[src/rtl/core/hsvrgb_pkg.sv]
// shared constants, types and the sector order table for the hsv to rgb converter
// no dependencies
package hsvrgb_pkg;

  localparam int HueWidth   = 16;
  localparam int SatWidth   = 9;
  localparam int BriWidth   = 9;
  localparam int ChanWidth  = 8;
  localparam int NumChan    = 3;
  localparam int NumStages  = 5;

  // one sector is 60 degrees at 128 codes per degree
  localparam int SectorUnits = 7680;
  localparam int PairUnits   = 2 * SectorUnits;
  localparam int NumSectors  = 6;
  // largest hue code divided by one sector
  localparam int SectorSpan  = ((1 << HueWidth) - 1) / SectorUnits;

  localparam int SvWidth     = SatWidth + BriWidth;
  localparam int TWidth      = 13;
  localparam int CompWidth   = 31;
  localparam int OffWidth    = 32;
  localparam int SumWidth    = 33;

  typedef enum logic [1:0] {
    COMP_ZERO,
    COMP_CHROMA,
    COMP_MID
  } comp_e;

  typedef comp_e comp_row_t [NumChan];

  // component order (red, green, blue) for each hue sector
  function automatic comp_row_t order_row(logic [2:0] sector);
    comp_row_t row;
    case (sector)
      3'd0: row = '{COMP_CHROMA, COMP_MID, COMP_ZERO};
      3'd1: row = '{COMP_MID, COMP_CHROMA, COMP_ZERO};
      3'd2: row = '{COMP_ZERO, COMP_CHROMA, COMP_MID};
      3'd3: row = '{COMP_ZERO, COMP_MID, COMP_CHROMA};
      3'd4: row = '{COMP_MID, COMP_ZERO, COMP_CHROMA};
      3'd5: row = '{COMP_CHROMA, COMP_ZERO, COMP_MID};
      default: row = '{COMP_ZERO, COMP_ZERO, COMP_ZERO};
    endcase
    return row;
  endfunction

endpackage

[src/rtl/core/hsvrgb_if.sv]
// valid/ready stream interfaces for hsv input and rgb output transactions
// depends on hsvrgb_pkg
interface hsvrgb_hsv_if;
  import hsvrgb_pkg::*;

  logic                valid;
  logic                ready;
  logic [HueWidth-1:0] hue;
  logic [SatWidth-1:0] saturation;
  logic [BriWidth-1:0] brightness;

  modport source (output valid, hue, saturation, brightness, input ready);
  modport sink (input valid, hue, saturation, brightness, output ready);
endinterface

interface hsvrgb_rgb_if;
  import hsvrgb_pkg::*;

  logic                 valid;
  logic                 ready;
  logic [ChanWidth-1:0] red;
  logic [ChanWidth-1:0] green;
  logic [ChanWidth-1:0] blue;

  modport source (output valid, red, green, blue, input ready);
  modport sink (input valid, red, green, blue, output ready);
endinterface

[src/rtl/core/hsv_to_rgb_converter.sv]
// hsv to rgb converter, five register stages, one transaction per cycle sustained while the output is ready
// throughput: 1 transaction per cycle; a full stage holds only while the next cannot load
// reset: asynchronous active-low reset clears the stage valid bits, payload is not reset
// depends on hsvrgb_pkg, hsvrgb_if, hsvrgb_hue_unit, hsvrgb_chroma_unit, hsvrgb_channel_unit
module hsv_to_rgb_converter (
  input  logic  clk_i,
  input  logic  rst_ni,
  hsvrgb_hsv_if.sink   hsv_i,
  hsvrgb_rgb_if.source rgb_o
);
  import hsvrgb_pkg::*;

  logic [NumStages-1:0]                valid_q;
  logic [NumStages-1:0]                valid_d;
  logic [NumStages-1:0]                stage_en;
  logic [TWidth-1:0]                   t;
  logic [2:0]                          sector;
  logic [CompWidth-1:0]                chroma;
  logic [CompWidth-1:0]                mid;
  logic signed [OffWidth-1:0]          offset;
  logic [NumChan-1:0][ChanWidth-1:0]   rgb;
  logic                                in_fire;
  logic                                out_fire;

  // a stage may load when it is empty or the stage after it moves on
  always_comb begin
    stage_en[NumStages-1] = !valid_q[NumStages-1] || rgb_o.ready;
    for (int i = NumStages - 2; i >= 0; i--) begin
      stage_en[i] = !valid_q[i] || stage_en[i+1];
    end
    valid_d = valid_q;
    if (stage_en[0]) begin
      valid_d[0] = hsv_i.valid;
    end
    for (int i = 1; i < NumStages; i++) begin
      if (stage_en[i]) begin
        valid_d[i] = valid_q[i-1];
      end
    end
  end

  always_ff @(posedge clk_i or negedge rst_ni) begin
    if (!rst_ni) begin
      valid_q <= '0;
    end else begin
      valid_q <= valid_d;
    end
  end

  assign hsv_i.ready = stage_en[0];
  assign in_fire     = hsv_i.valid && hsv_i.ready;
  assign out_fire    = rgb_o.valid && rgb_o.ready;

  hsvrgb_hue_unit u_hue (
    .clk_i      (clk_i),
    .stage_en_i (stage_en),
    .hue_i      (hsv_i.hue),
    .t_o        (t),
    .sector_o   (sector)
  );

  hsvrgb_chroma_unit u_chroma (
    .clk_i        (clk_i),
    .stage_en_i   (stage_en),
    .saturation_i (hsv_i.saturation),
    .brightness_i (hsv_i.brightness),
    .t_i          (t),
    .chroma_o     (chroma),
    .mid_o        (mid),
    .offset_o     (offset)
  );

  hsvrgb_channel_unit u_channel (
    .clk_i      (clk_i),
    .stage_en_i (stage_en),
    .sector_i   (sector),
    .chroma_i   (chroma),
    .mid_i      (mid),
    .offset_i   (offset),
    .rgb_o      (rgb)
  );

  assign rgb_o.valid = valid_q[NumStages-1];
  assign rgb_o.red   = rgb[0];
  assign rgb_o.green = rgb[1];
  assign rgb_o.blue  = rgb[2];

  // input only backs up when every stage is occupied
  a_full_when_stalled: assert property (@(posedge clk_i) disable iff (!rst_ni)
    !hsv_i.ready |-> (&valid_q))
    else $error("input stalled with an empty stage");

  // occupancy grows by one on an input-only transaction
  a_count_up: assert property (@(posedge clk_i) disable iff (!rst_ni)
    (in_fire && !out_fire) |=> ($countones(valid_q) == $past($countones(valid_q)) + 1))
    else $error("transaction lost on entry");

  // occupancy shrinks by one on an output-only transaction
  a_count_down: assert property (@(posedge clk_i) disable iff (!rst_ni)
    (!in_fire && out_fire) |=> ($countones(valid_q) + 1 == $past($countones(valid_q))))
    else $error("transaction lost or repeated in the pipeline");

  // with no traffic, or with one transaction in and one out, the occupancy holds
  a_count_hold: assert property (@(posedge clk_i) disable iff (!rst_ni)
    (in_fire == out_fire) |=> ($countones(valid_q) == $past($countones(valid_q))))
    else $error("occupancy changed without matching transactions");

endmodule

[src/rtl/core/hsvrgb_hue_unit.sv]
// hue path: sector index, position inside a sector pair and the ramp term t
// depends on hsvrgb_pkg
module hsvrgb_hue_unit (
  input  logic                               clk_i,
  input  logic [hsvrgb_pkg::NumStages-1:0]   stage_en_i,
  input  logic [hsvrgb_pkg::HueWidth-1:0]    hue_i,
  output logic [hsvrgb_pkg::TWidth-1:0]      t_o,
  output logic [2:0]                         sector_o
);
  import hsvrgb_pkg::*;

  logic [3:0]          quot;
  logic [2:0]          sector_d;
  logic [HueWidth-1:0] hue_q;
  logic [2:0]          pair_q;
  logic [2:0]          sector1_q;
  logic [2:0]          sector2_q;
  logic [2:0]          sector3_q;
  logic [HueWidth-1:0] pair_base;
  logic [13:0]         pos;
  logic [TWidth-1:0]   fold;
  logic [TWidth-1:0]   t_d;
  logic [TWidth-1:0]   t_q;

  // hue div sector by parallel threshold compares
  always_comb begin
    quot = '0;
    for (int k = 1; k <= SectorSpan; k++) begin
      if (hue_i >= HueWidth'(k * SectorUnits)) begin
        quot = quot + 4'd1;
      end
    end
    sector_d = (quot >= 4'(NumSectors)) ? 3'(quot - 4'(NumSectors)) : 3'(quot);
  end

  always_ff @(posedge clk_i) begin
    if (stage_en_i[0]) begin
      hue_q     <= hue_i;
      pair_q    <= quot[3:1];
      sector1_q <= sector_d;
    end
  end

  // t = sector - |p - sector|, p = hue mod two sectors
  always_comb begin
    pair_base = HueWidth'(pair_q * PairUnits);
    pos       = 14'(hue_q - pair_base);
    if (pos >= 14'(SectorUnits)) begin
      fold = TWidth'(pos - 14'(SectorUnits));
    end else begin
      fold = TWidth'(14'(SectorUnits) - pos);
    end
    t_d = TWidth'(SectorUnits) - fold;
  end

  always_ff @(posedge clk_i) begin
    if (stage_en_i[1]) begin
      t_q       <= t_d;
      sector2_q <= sector1_q;
    end
    if (stage_en_i[2]) begin
      sector3_q <= sector2_q;
    end
  end

  assign t_o      = t_q;
  assign sector_o = sector3_q;

endmodule

[src/rtl/core/hsvrgb_chroma_unit.sv]
// chroma s*v, offset v-c and the middle component c*t, all scaled by one sector
// depends on hsvrgb_pkg
module hsvrgb_chroma_unit (
  input  logic                                    clk_i,
  input  logic [hsvrgb_pkg::NumStages-1:0]        stage_en_i,
  input  logic [hsvrgb_pkg::SatWidth-1:0]         saturation_i,
  input  logic [hsvrgb_pkg::BriWidth-1:0]         brightness_i,
  input  logic [hsvrgb_pkg::TWidth-1:0]           t_i,
  output logic [hsvrgb_pkg::CompWidth-1:0]        chroma_o,
  output logic [hsvrgb_pkg::CompWidth-1:0]        mid_o,
  output logic signed [hsvrgb_pkg::OffWidth-1:0]  offset_o
);
  import hsvrgb_pkg::*;

  localparam logic signed [OffWidth-1:0] SectorUnitsS = OffWidth'(SectorUnits);

  logic [SvWidth-1:0]          sv1_q;
  logic [BriWidth-1:0]         bri_q;
  logic [SvWidth-1:0]          sv2_q;
  logic signed [SvWidth:0]     k_d;
  logic signed [SvWidth:0]     k_q;
  logic signed [OffWidth-1:0]  k_ext;
  logic [CompWidth-1:0]        chroma_d;
  logic [CompWidth-1:0]        mid_d;
  logic signed [OffWidth-1:0]  offset_d;
  logic [CompWidth-1:0]        chroma_q;
  logic [CompWidth-1:0]        mid_q;
  logic signed [OffWidth-1:0]  offset_q;

  always_ff @(posedge clk_i) begin
    if (stage_en_i[0]) begin
      sv1_q <= SvWidth'(saturation_i) * SvWidth'(brightness_i);
      bri_q <= brightness_i;
    end
  end

  // v*256 - s*v, negative when saturation is above one
  assign k_d = signed'({2'b00, bri_q, 8'h00}) - signed'({1'b0, sv1_q});

  always_ff @(posedge clk_i) begin
    if (stage_en_i[1]) begin
      sv2_q <= sv1_q;
      k_q   <= k_d;
    end
  end

  always_comb begin
    k_ext    = OffWidth'(k_q);
    chroma_d = CompWidth'(sv2_q) * CompWidth'(SectorUnits);
    mid_d    = CompWidth'(sv2_q) * CompWidth'(t_i);
    offset_d = k_ext * SectorUnitsS;
  end

  always_ff @(posedge clk_i) begin
    if (stage_en_i[2]) begin
      chroma_q <= chroma_d;
      mid_q    <= mid_d;
      offset_q <= offset_d;
    end
  end

  assign chroma_o = chroma_q;
  assign mid_o    = mid_q;
  assign offset_o = offset_q;

endmodule

[src/rtl/core/hsvrgb_channel_unit.sv]
// per channel: pick the component for the sector, add offset, scale by 255 and clamp
// depends on hsvrgb_pkg
module hsvrgb_channel_unit (
  input  logic                                              clk_i,
  input  logic [hsvrgb_pkg::NumStages-1:0]                  stage_en_i,
  input  logic [2:0]                                        sector_i,
  input  logic [hsvrgb_pkg::CompWidth-1:0]                  chroma_i,
  input  logic [hsvrgb_pkg::CompWidth-1:0]                  mid_i,
  input  logic signed [hsvrgb_pkg::OffWidth-1:0]            offset_i,
  output logic [hsvrgb_pkg::NumChan-1:0][hsvrgb_pkg::ChanWidth-1:0] rgb_o
);
  import hsvrgb_pkg::*;

  comp_row_t                     row;
  logic [CompWidth-1:0]          comp [NumChan];
  logic signed [SumWidth-1:0]    sum_d [NumChan];
  logic signed [SumWidth-1:0]    sum_q [NumChan];
  logic [36:0]                   prod [NumChan];
  logic [11:0]                   quot [NumChan];
  logic [NumChan-1:0][ChanWidth-1:0] rgb_d;
  logic [NumChan-1:0][ChanWidth-1:0] rgb_q;

  always_comb begin
    row = order_row(sector_i);
    for (int i = 0; i < NumChan; i++) begin
      case (row[i])
        COMP_CHROMA: comp[i] = chroma_i;
        COMP_MID:    comp[i] = mid_i;
        default:     comp[i] = '0;
      endcase
      sum_d[i] = signed'({2'b00, comp[i]}) + SumWidth'(offset_i);
    end
  end

  always_ff @(posedge clk_i) begin
    if (stage_en_i[3]) begin
      sum_q <= sum_d;
    end
  end

  // 255 / (65536 * 7680) reduces to 17 / 2^25
  always_comb begin
    for (int i = 0; i < NumChan; i++) begin
      prod[i] = {1'b0, sum_q[i][31:0], 4'h0} + 37'(sum_q[i][31:0]);
      quot[i] = prod[i][36:25];
      if (sum_q[i][SumWidth-1]) begin
        rgb_d[i] = '0;
      end else if (|quot[i][11:8]) begin
        rgb_d[i] = '1;
      end else begin
        rgb_d[i] = quot[i][7:0];
      end
    end
  end

  always_ff @(posedge clk_i) begin
    if (stage_en_i[4]) begin
      rgb_q <= rgb_d;
    end
  end

  assign rgb_o = rgb_q;

endmodule

[src/flat_wrapper.sv]
// flat-port wrapper written by rule: the top's interface ports become plain ports
module hsv_to_rgb_converter_flat import hsvrgb_pkg::*;
  (clk_i, rst_ni, hsv_i_valid, hsv_i_hue, hsv_i_saturation, hsv_i_brightness, hsv_i_ready, rgb_o_valid, rgb_o_red, rgb_o_green, rgb_o_blue, rgb_o_ready);
  hsvrgb_hsv_if hsv_i_i ();
  hsvrgb_rgb_if rgb_o_i ();
  input  logic clk_i;
  input  logic rst_ni;
  input wire logic [$bits(hsv_i_i.valid)-1:0] hsv_i_valid;
  input wire logic [$bits(hsv_i_i.hue)-1:0] hsv_i_hue;
  input wire logic [$bits(hsv_i_i.saturation)-1:0] hsv_i_saturation;
  input wire logic [$bits(hsv_i_i.brightness)-1:0] hsv_i_brightness;
  output wire logic [$bits(hsv_i_i.ready)-1:0] hsv_i_ready;
  output wire logic [$bits(rgb_o_i.valid)-1:0] rgb_o_valid;
  output wire logic [$bits(rgb_o_i.red)-1:0] rgb_o_red;
  output wire logic [$bits(rgb_o_i.green)-1:0] rgb_o_green;
  output wire logic [$bits(rgb_o_i.blue)-1:0] rgb_o_blue;
  input wire logic [$bits(rgb_o_i.ready)-1:0] rgb_o_ready;
  assign hsv_i_i.valid = hsv_i_valid;
  assign hsv_i_i.hue = hsv_i_hue;
  assign hsv_i_i.saturation = hsv_i_saturation;
  assign hsv_i_i.brightness = hsv_i_brightness;
  assign hsv_i_ready = hsv_i_i.ready;
  assign rgb_o_valid = rgb_o_i.valid;
  assign rgb_o_red = rgb_o_i.red;
  assign rgb_o_green = rgb_o_i.green;
  assign rgb_o_blue = rgb_o_i.blue;
  assign rgb_o_i.ready = rgb_o_ready;
  hsv_to_rgb_converter u_core (.clk_i(clk_i), .rst_ni(rst_ni), .hsv_i(hsv_i_i), .rgb_o(rgb_o_i));
endmodule
[config.mk]
export PLATFORM = sky130hd
export DESIGN_NAME = hsv_to_rgb_converter_flat
export DESIGN_NICKNAME = d
export VERILOG_FILES = /design/src/rtl/core/hsvrgb_pkg.sv /design/src/rtl/core/hsvrgb_if.sv /design/src/rtl/core/hsv_to_rgb_converter.sv /design/src/rtl/core/hsvrgb_hue_unit.sv /design/src/rtl/core/hsvrgb_chroma_unit.sv /design/src/rtl/core/hsvrgb_channel_unit.sv /design/src/flat_wrapper.sv
export SDC_FILE = /design/constraint.sdc
export NUM_CORES = 1
export LEC_CHECK = 0
export BUFFER_PORTS_ARGS = -buffer_cell sky130_fd_sc_hd__buf_2
export CELL_PAD_IN_SITES_DETAIL_PLACEMENT = 1
export CELL_PAD_IN_SITES_GLOBAL_PLACEMENT = 2
export CORE_ASPECT_RATIO = 1.5
export CORE_MARGIN = 8
export CORE_UTILIZATION = 30
export DETAILED_ROUTE_END_ITERATION = 7
export GPL_TIMING_DRIVEN = 0
export PLACE_DENSITY = 0.72
export RECOVER_POWER = 100
export SLEW_MARGIN = 20
export SYNTH_ARGS = -nofsm -noshare
export SYNTH_HDL_FRONTEND = slang
export SYNTH_SLANG_ARGS = --single-unit
[constraint.sdc]
create_clock -name clk_i -period 10.7 [get_ports clk_i]
set_input_delay 1.605 -clock clk_i [delete_from_list [all_inputs] [get_ports clk_i]]
set_output_delay 1.605 -clock clk_i [all_outputs]
set_load 0.02 [all_outputs]
==> results of run 1 <==
## cell families (layout without fill, tap and decap cells)
kind of cell / Yosys count / count (layout) / synth area share
xor+xnor: 206 / 206 / 0.0586
compound gates: 537 / 537 / 0.114
fa+ha+maj: 653 / 653 / 0.333
buf+inv: 544 / 666 / 0.0654
mux: 9 / 9 / 0.00304
simple gates: 856 / 856 / 0.134
flops: 305 / 305 / 0.292
## cells in the final DEF (no fill, tap or decap), types with 7 or more instances in the layout
cell type	count
o31ai_1	7
or3_1	19
a21oi_1	147
and2_1	159
and3_1	12
nor2b_1	26
a311oi_1	9
nand3_1	42
a211oi_1	17
inv_1	462
or2_2	12
o21ai_0	92
o21a_1	19
a31o_2	7
nand2b_1	31
a31oi_1	17
a22oi_1	68
o211ai_1	12
buf_1	7
and2_0	27
xnor2_1	149
clkbuf_16	35
o21bai_1	19
nand4_1	14
xor2_1	55
o22ai_1	8
buf_2	16
clkbuf_1	129
ha_1	356
o2111ai_1	8
edfxtp_1	300
fa_1	297
nor2_1	183
nor3_1	49
nand2_1	255
a21o_1	50
## worst paths after layout
kind | startpoint | end | slack, ns
hold / removal | u_core.u_hue.sector1_q[1] | u_core.u_hue.sector2_q[1] | 0.42
min in group asynchronous | rst_ni | u_core.valid_q[3] | 0.87
setup reg to reg | u_core.u_hue.t_o[6] | u_core.u_chroma.mid_o[30] | 3.27
max in group asynchronous | rst_ni | u_core.valid_q[1] | 9.60
hold reg to reg | u_core.u_hue.sector1_q[1] | u_core.u_hue.sector2_q[1] | 0.42
setup / recovery | u_core.u_hue.t_o[6] | u_core.u_chroma.mid_o[30] | 3.27
## per-stage QoR
step	instance area, um2	hold slack [ns]	std cells	util	setup slack, ns
final	34400	0.416	4628	0.331	3.27
after detailed placement	33400	0.409	4569	0.322	3.13
after global placement	33300	0.401	4562	0.321	2.14
after CTS	34600	0.408	4628	0.333	3.15
after global routing	34400	0.417	4628	0.331	2.81
after floorplan	31300	0.400	3110	-	4.49
## cell type report
cell class              count  area [um2]  area share
clock buffers              42         902      0.0262
inverters                 462        1730      0.0504
well taps                1396        1750      0.0508
flip-flops and latches    305        9130       0.266
clock inverters            17         264     0.00767
repair buffers             63         254     0.00738
multi-input cells        2261       20100       0.583
plain buffers              82         310     0.00902
## sequential cells by signal, summed over array words and instances, names as in the netlist, 14 cells and up
signal / flops
u_core.u_hue.hue_q: 14
u_core.u_chroma.offset_o: 23
u_core.u_chroma.k_q: 18
u_core.u_chroma.chroma_o: 21
u_core.u_channel.rgb_o: 24
u_core.u_channel.sum_q: 99
u_core.u_chroma.sv2_q: 18
u_core.u_chroma.mid_o: 31
u_core.u_chroma.sv1_q: 18
## routing by layer
layer / GRT usage / vias to the layer above / wire length [um]
li1: - / 10700 / -
met1: 0.143 / 10900 / 30400
met2: 0.299 / 234 / 46500
met3: 0.0134 / 138 / 1480
met4: 0.0688 / 0 / 4350
met5: 0 / - / 0
## worst register-to-register path: stages (launching register included)
cell and delay [ns]:
edfxtp_1 0.32, clkbuf_1 0.49, clkbuf_1 0.57, nand2_1 0.18
fa_1 0.53, fa_1 0.51, inv_1 0.04, ha_1 0.32
fa_1 0.55, inv_1 0.06, fa_1 0.53, inv_1 0.05
ha_1 0.34, and3_1 0.20, a221oi_1 0.42, a21oi_1 0.29
a21boi_0 0.40, a21oi_1 0.20, a21oi_1 0.35, o21bai_1 0.21
a221oi_1 0.32, xnor2_1 0.30
==> flow_summary_export.csv, run 1 <==
group,metric,value,unit
placement,place.detailed.hpwl,70100,um
sta,setup_viol,0,
cts,clkSlewWorstSetupHoldPaths,0.07,ns
floorplanning,die_w,280,um
cells_and_area,fillers,11900,
floorplanning,core,0.104,mm2
floorplanning,fp.dieArea,0.115,mm2
cells_and_area,diodes,0,
cts,cts_tree,"done",
worst_setup_path,reg2regPathDepth,21,
synthesis,syn-num-nets,3801,
placement,gp_congestion,0.844,
outcome,status,"finished with violations",
sta,finalHoldViolCount,0,
floorplanning,initial_utilization,0.301,
worst_setup_path,cpLargestDelayFamily,"adder cells",
cells_and_area,area_growth,10.0,%
global_route,grt_pass1_wl,134000,um
synthesis,seq_area_frac_synth,0.292,
detailed_routing,viasPerCell,4.74,
cts,cts_resized,0,
synthesis,synth_flop_cell,"edfxtp_1",
worst_setup_path,critPathKind,"register to register",
synthesis,synth_common_cells,"inv_1, ha_1, edfxtp_1",
cts,h-tree-depth,2,
worst_setup_path,cp-start-kind,"register",
detailed_routing,drc,0,
detailed_routing,avgRoutedWirePerCell,17.9,um
placement,port_buffers,56,
global_route,grt_overflow,0,
cts,cts.sinks,305,
min_path,hold_depth,0,
synthesis,yosysTopAreaCell,"edfxtp_1",
cells_and_area,nets,3900,
floorplanning,io_pins,64,
worst_setup_path,worst-path-stages,21,
synthesis,netlist_top_cells_area,"edfxtp_1, fa_1, ha_1, inv_1, xnor2_1",
cts,postCtsSetupBuffers,0,
sta,fin_skew,0.0526,ns
worst_setup_path,path_cells,"clkbuf_1 > clkbuf_1 > nand2_1 > fa_1 > fa_1 > inv_1 > ha_1 > fa_1 > inv_1 > fa_1 > inv_1 > ha_1 > and3_1 > a221oi_1 > a21oi_1 > a21boi_0 > a21oi_1 > a21oi_1 > o21bai_1 > a221oi_1 > xnor2_1",
global_route,grt_pass1_vias,25300,
outcome,violations,"max-capacitance violations, max-slew violations",
sta,maxSlewHeadroom,-1.06,
synthesis,synth_enable_flop_cells,300,
worst_setup_path,path_max_fanout,10,
sta,layout_min_cycle_time,7.43,ns
cts,cts-hold-fix-buffers,0,
synthesis,syn_inst,3110,
floorplanning,rows,145,
cts,cts_buffer_depth,3,
global_route,grt_usage,0.146,
sta,fmax,135,MHz
detailed_routing,wl,82700,um
worst_setup_path,critPathBufInv,5,
detailed_routing,drt_pass1_iterations,5,
synthesis,yosysMostFrequentCell,"inv_1",
floorplanning,die_h,411,um
cts,cts_made_buffers,34,
sta,rsz0062_at_grt,"no",
sta,setup-tns-final,0,ns
synthesis,synthDistinctLibCells,78,
synthesis,yosys_warnings,0,
synthesis,synthArstFlopShare,0.0164,
detailed_routing,dr_total_vias,21900,
sta,worst_pin_slew,3.08,ns
worst_setup_path,critPathMaxStageDelay,0.57,ns
worst_setup_path,cpMostUsedCell,"fa_1",
sta,post-route-period-util,0.694,
synthesis,synth_area_per_cell,10.1,um2
cts,clock_latency,0.58,ns
sta,slew_violations,217,
min_path,worstHoldPathType,"register to register",
detailed_routing,drtIter0Drc,549,
synthesis,mappedNetlistArea,0.0313,mm2
synthesis,synth_top_cell_area_share,0.288,
detailed_routing,antenna_left,0,
cts,root_buffer,"clkbuf_16",
global_route,grt_start_max_net_pins,58,
synthesis,synth_seq_cells,305,
cells_and_area,layout-drive-gt1-share,0.0285,
worst_setup_path,critPathCaptureType,"register",
run,maxCapViolations,5,
worst_setup_path,cp_slowest_cell,"clkbuf_1",
worst_setup_path,cp.arrival,7.74,ns
worst_setup_path,required,11.02,ns
global_route,grt_antenna_before_repair,0,
Power of run 1 is not shown: default switching activity piles up to over one toggle a cycle in this logic, so the estimate is an artifact.
==> inputs of run 2 (changes only) <==
--- a/config.mk
+++ b/config.mk
@@ -5,6 +5,7 @@
 export SDC_FILE = /design/constraint.sdc
 export NUM_CORES = 1
 export LEC_CHECK = 0
+export ABC_AREA = 1
 export BUFFER_PORTS_ARGS = -buffer_cell sky130_fd_sc_hd__buf_2
 export CELL_PAD_IN_SITES_DETAIL_PLACEMENT = 1
 export CELL_PAD_IN_SITES_GLOBAL_PLACEMENT = 2
@@ -13,7 +14,7 @@
 export CORE_UTILIZATION = 30
 export DETAILED_ROUTE_END_ITERATION = 7
 export GPL_TIMING_DRIVEN = 0
-export PLACE_DENSITY = 0.72
+export PLACE_DENSITY = 0.75
 export RECOVER_POWER = 100
 export SLEW_MARGIN = 20
 export SYNTH_ARGS = -nofsm -noshare
==> constraint.sdc (replaced) <==
create_clock -name clk_i -period 7.3 [get_ports clk_i]
set_input_delay 1.095 -clock clk_i [delete_from_list [all_inputs] [get_ports clk_i]]
set_output_delay 1.095 -clock clk_i [all_outputs]
set_load 0.02 [all_outputs]
==> run 2 against run 1 <==
  * The flow still finishes with violations (max-capacitance violations, max-slew violations)
  * Sequential share of layout area decreased by 1.4 points
  * Final area increased by 5.7%
  * Final cell count increased by 18%
  * Critical path depth unchanged
  * Via count increased by 17%
  * Synthesized area increased by 5.9%
  * Clock skew decreased by 0.028 ns
  * Largest cell class unchanged
  * Highest routed layer unchanged
==> flow_summary_export.csv, run 2 <==
group,metric,value,unit
outcome,status,"finished with violations",
outcome,violations,"max-capacitance violations, max-slew violations",
cts,cts-hold-fix-buffers,0,
detailed_routing,antenna_left,0,
synthesis,synth_area_per_cell,8.44,um2
worst_setup_path,critPathCaptureType,"register",
detailed_routing,drtIter0Drc,813,
cells_and_area,fillers,13100,
placement,dp_cells,5414,
cells_and_area,layout_commonest_cell,"nand2_1",
global_route,grt_pass1_wl,152000,um
worst_setup_path,worst-path-stages,21,
worst_setup_path,path_cells,"clkbuf_1 > clkbuf_1 > nand2_1 > fa_1 > fa_1 > inv_1 > fa_1 > fa_1 > inv_1 > fa_1 > inv_1 > ha_1 > a21oi_1 > o21ai_0 > a21oi_1 > a21boi_0 > o21ai_0 > nand2_1 > nand2_1 > a31oi_1 > xor2_1",
sta,layout_min_cycle_time,6.83,ns
worst_setup_path,timing.rr.start,"u_core.u_hue.t_o[12]",
sta,post-route-period-util,0.936,
sta,setup_viol,0,
sta,rsz0062_at_grt,"no",
synthesis,synth_seq_cells,305,
cells_and_area,multiInputGateArea,0.0207,mm2
cells_and_area,diodes,0,
synthesis,yosys_warnings,0,
cts,cts_tree,"done",
detailed_routing,dr_total_vias,25600,
cts,cts.sinks,305,
floorplanning,die_w,287,um
cts,clock_latency,0.59,ns
worst_setup_path,cp-start-kind,"register",
placement,port_buffers,54,
cells_and_area,final_util,0.331,
worst_setup_path,required,7.63,ns
floorplanning,core,0.110,mm2
synthesis,syn-num-nets,4613,
floorplanning,fp.dieArea,0.122,mm2
global_route,grt_start_max_net_pins,64,
synthesis,yosysTopAreaCell,"edfxtp_1",
detailed_routing,drc,0,
floorplanning,die_h,423,um
cells_and_area,layout_common_cells,"nand2_1, inv_1, ha_1, a21oi_1, edfxtp_1",
worst_setup_path,path_max_fanout,10,
cells_and_area,largest_reg_flops,99,
synthesis,synthDistinctLibCells,54,
synthesis,yosysMostFrequentCell,"nand2_1",
global_route,grt_pass1_vias,28300,
cts,cts_buffer_depth,3,
floorplanning,rows,149,
cts,h-tree-depth,2,
worst_setup_path,critPathBufInv,5,
sta,worst_pin_slew,3.30,ns
sta,fmax,146,MHz
cells_and_area,layout-drive-gt1-share,0.0267,
cells_and_area,nets,4711,
placement,place_area,0.0353,mm2
synthesis,seq_area_frac_synth,0.276,
sta,fin_skew,0.0244,ns
detailed_routing,drt_pass1_iterations,5,
cts,clkSlewWorstSetupHoldPaths,0.06,ns
worst_setup_path,rr_endpoint,"u_core.u_chroma.mid_o[27]",
cells_and_area,seq_area,0.00913,mm2
min_path,worstHoldPathType,"primary input to asynchronous set/reset pin",
detailed_routing,wl,95000,um
sta,maxSlewHeadroom,-1.20,
cells_and_area,area_growth,9.80,%
cts,cts_made_buffers,38,
sta,slew_violations,166,
synthesis,mappedNetlistArea,0.0331,mm2
worst_setup_path,cp.arrival,7.16,ns
worst_setup_path,cpLargestDelayFamily,"adder cells",
worst_setup_path,critPathKind,"register to register",
cts,cts_resized,0,
worst_setup_path,cpMostUsedCell,"fa_1",
sta,finalHoldViolCount,0,
cells_and_area,largest-register,"u_core.u_channel.sum_q",
synthesis,syn_inst,3922,
run,maxCapViolations,4,
synthesis,netlist_top_cells_area,"edfxtp_1, fa_1, ha_1, nand2_1, inv_1",
synthesis,synth_top_cell_area_share,0.272,
global_route,grt_usage,0.156,
cts,root_buffer,"clkbuf_16",
placement,place.detailed.hpwl,81600,um
cells_and_area,fin_area,0.0364,mm2
global_route,grt_antenna_before_repair,0,
worst_setup_path,reg2reg_slack,0.47,ns
synthesis,synth_flop_cell,"edfxtp_1",
global_route,grt_overflow,0,
cells_and_area,finalNonFillerCells,5483,
detailed_routing,viasPerCell,4.67,
detailed_routing,avgRoutedWirePerCell,17.3,um
worst_setup_path,critPathMaxStageDelay,0.59,ns
worst_setup_path,cp_slowest_cell,"clkbuf_1",
floorplanning,io_pins,64,
synthesis,synth_enable_flop_cells,300,
cts,postCtsSetupBuffers,0,
floorplanning,initial_utilization,0.302,
placement,gp_congestion,0.949,
synthesis,synthArstFlopShare,0.0164,
worst_setup_path,reg2regPathDepth,21,
synthesis,synth_common_cells,"nand2_1, inv_1, ha_1",
sta,setup-tns-final,0,ns
-- run 2: cell types whose count changed after synthesis, moves of 37 or more --
cell     change
a22oi_1     -68
inv_1      +303
o21ai_0     +43
a21o_1      -37
xor2_1      +92
xnor2_1     -90
nand3_1     +64
nand2_1    +677
a21oi_1    +162
and2_1     -186
-- run 2: worst register-to-register path, stage by stage (launching register included) --
cell,delay [ns]
edfxtp_1,0.32
clkbuf_1,0.53
clkbuf_1,0.59
nand2_1,0.18
fa_1,0.54
fa_1,0.55
inv_1,0.05
fa_1,0.50
fa_1,0.54
inv_1,0.05
fa_1,0.54
inv_1,0.06
ha_1,0.36
a21oi_1,0.23
o21ai_0,0.13
a21oi_1,0.13
a21boi_0,0.50
o21ai_0,0.28
nand2_1,0.12
nand2_1,0.08
a31oi_1,0.18
xor2_1,0.09
-- run 2: worst max path at each step --
stage                               startpoint                         to  slack, ns
after floorplan                    rgb_o_ready                hsv_i_ready       0.28
after global placement             rgb_o_ready                hsv_i_ready      -1.92
after detailed placement  u_core.u_hue.t_o[12]  u_core.u_chroma.mid_o[27]       0.41
after CTS                 u_core.u_hue.t_o[12]  u_core.u_chroma.mid_o[27]       0.38
after global routing      u_core.u_hue.t_o[10]  u_core.u_chroma.mid_o[27]       0.02
final                     u_core.u_hue.t_o[12]  u_core.u_chroma.mid_o[27]       0.47
-- run 2: stage by stage --
stage	hold WS (ns)	setup WS, ns
after global routing	0.344	0.0202
after detailed placement	0.411	0.405
after floorplan	0.400	0.278
after CTS	0.274	0.381
final	0.363	0.469
after global placement	0.407	-1.92
-- run 2: kinds of logic (layout without fill, tap and decap cells) --
group                      after synthesis  after routing  synth area share
AOI/OAI and AO/OA                      570            570            0.0957
xor gates and xnor gates               206            206            0.0545
adders and majority gates              653            653             0.314
buffers and inverters                  861            988            0.0977
DFF                                    305            305             0.276
muxes                                    1              1          0.000415
and+or+nand+nor                       1326           1326             0.162
-- run 2: layer usage --
metal  track usage  part of all wire  vias up  wire [um]
li1              -                 -    12700          -
met1         0.162              0.38    12400      36400
met2         0.314              0.55      293      52700
met3        0.0154             0.019      153       1850
met4        0.0618             0.043        0       4070
met5             0                 0        -          0
-- run 2: final cells by class --
| cell class | instances | share of cell area |
|---|---|---|
| buffer | 86 | 0.00888 |
| sequential | 305 | 0.251 |
| tap | 1434 | 0.0493 |
| timing repair buffer | 58 | 0.00650 |
| clock inverter | 25 | 0.00633 |
| inverter | 775 | 0.0801 |
| multi-input combinational | 2756 | 0.570 |
| clock buffer | 44 | 0.0274 |
Power of run 2 is left out for the same reason.
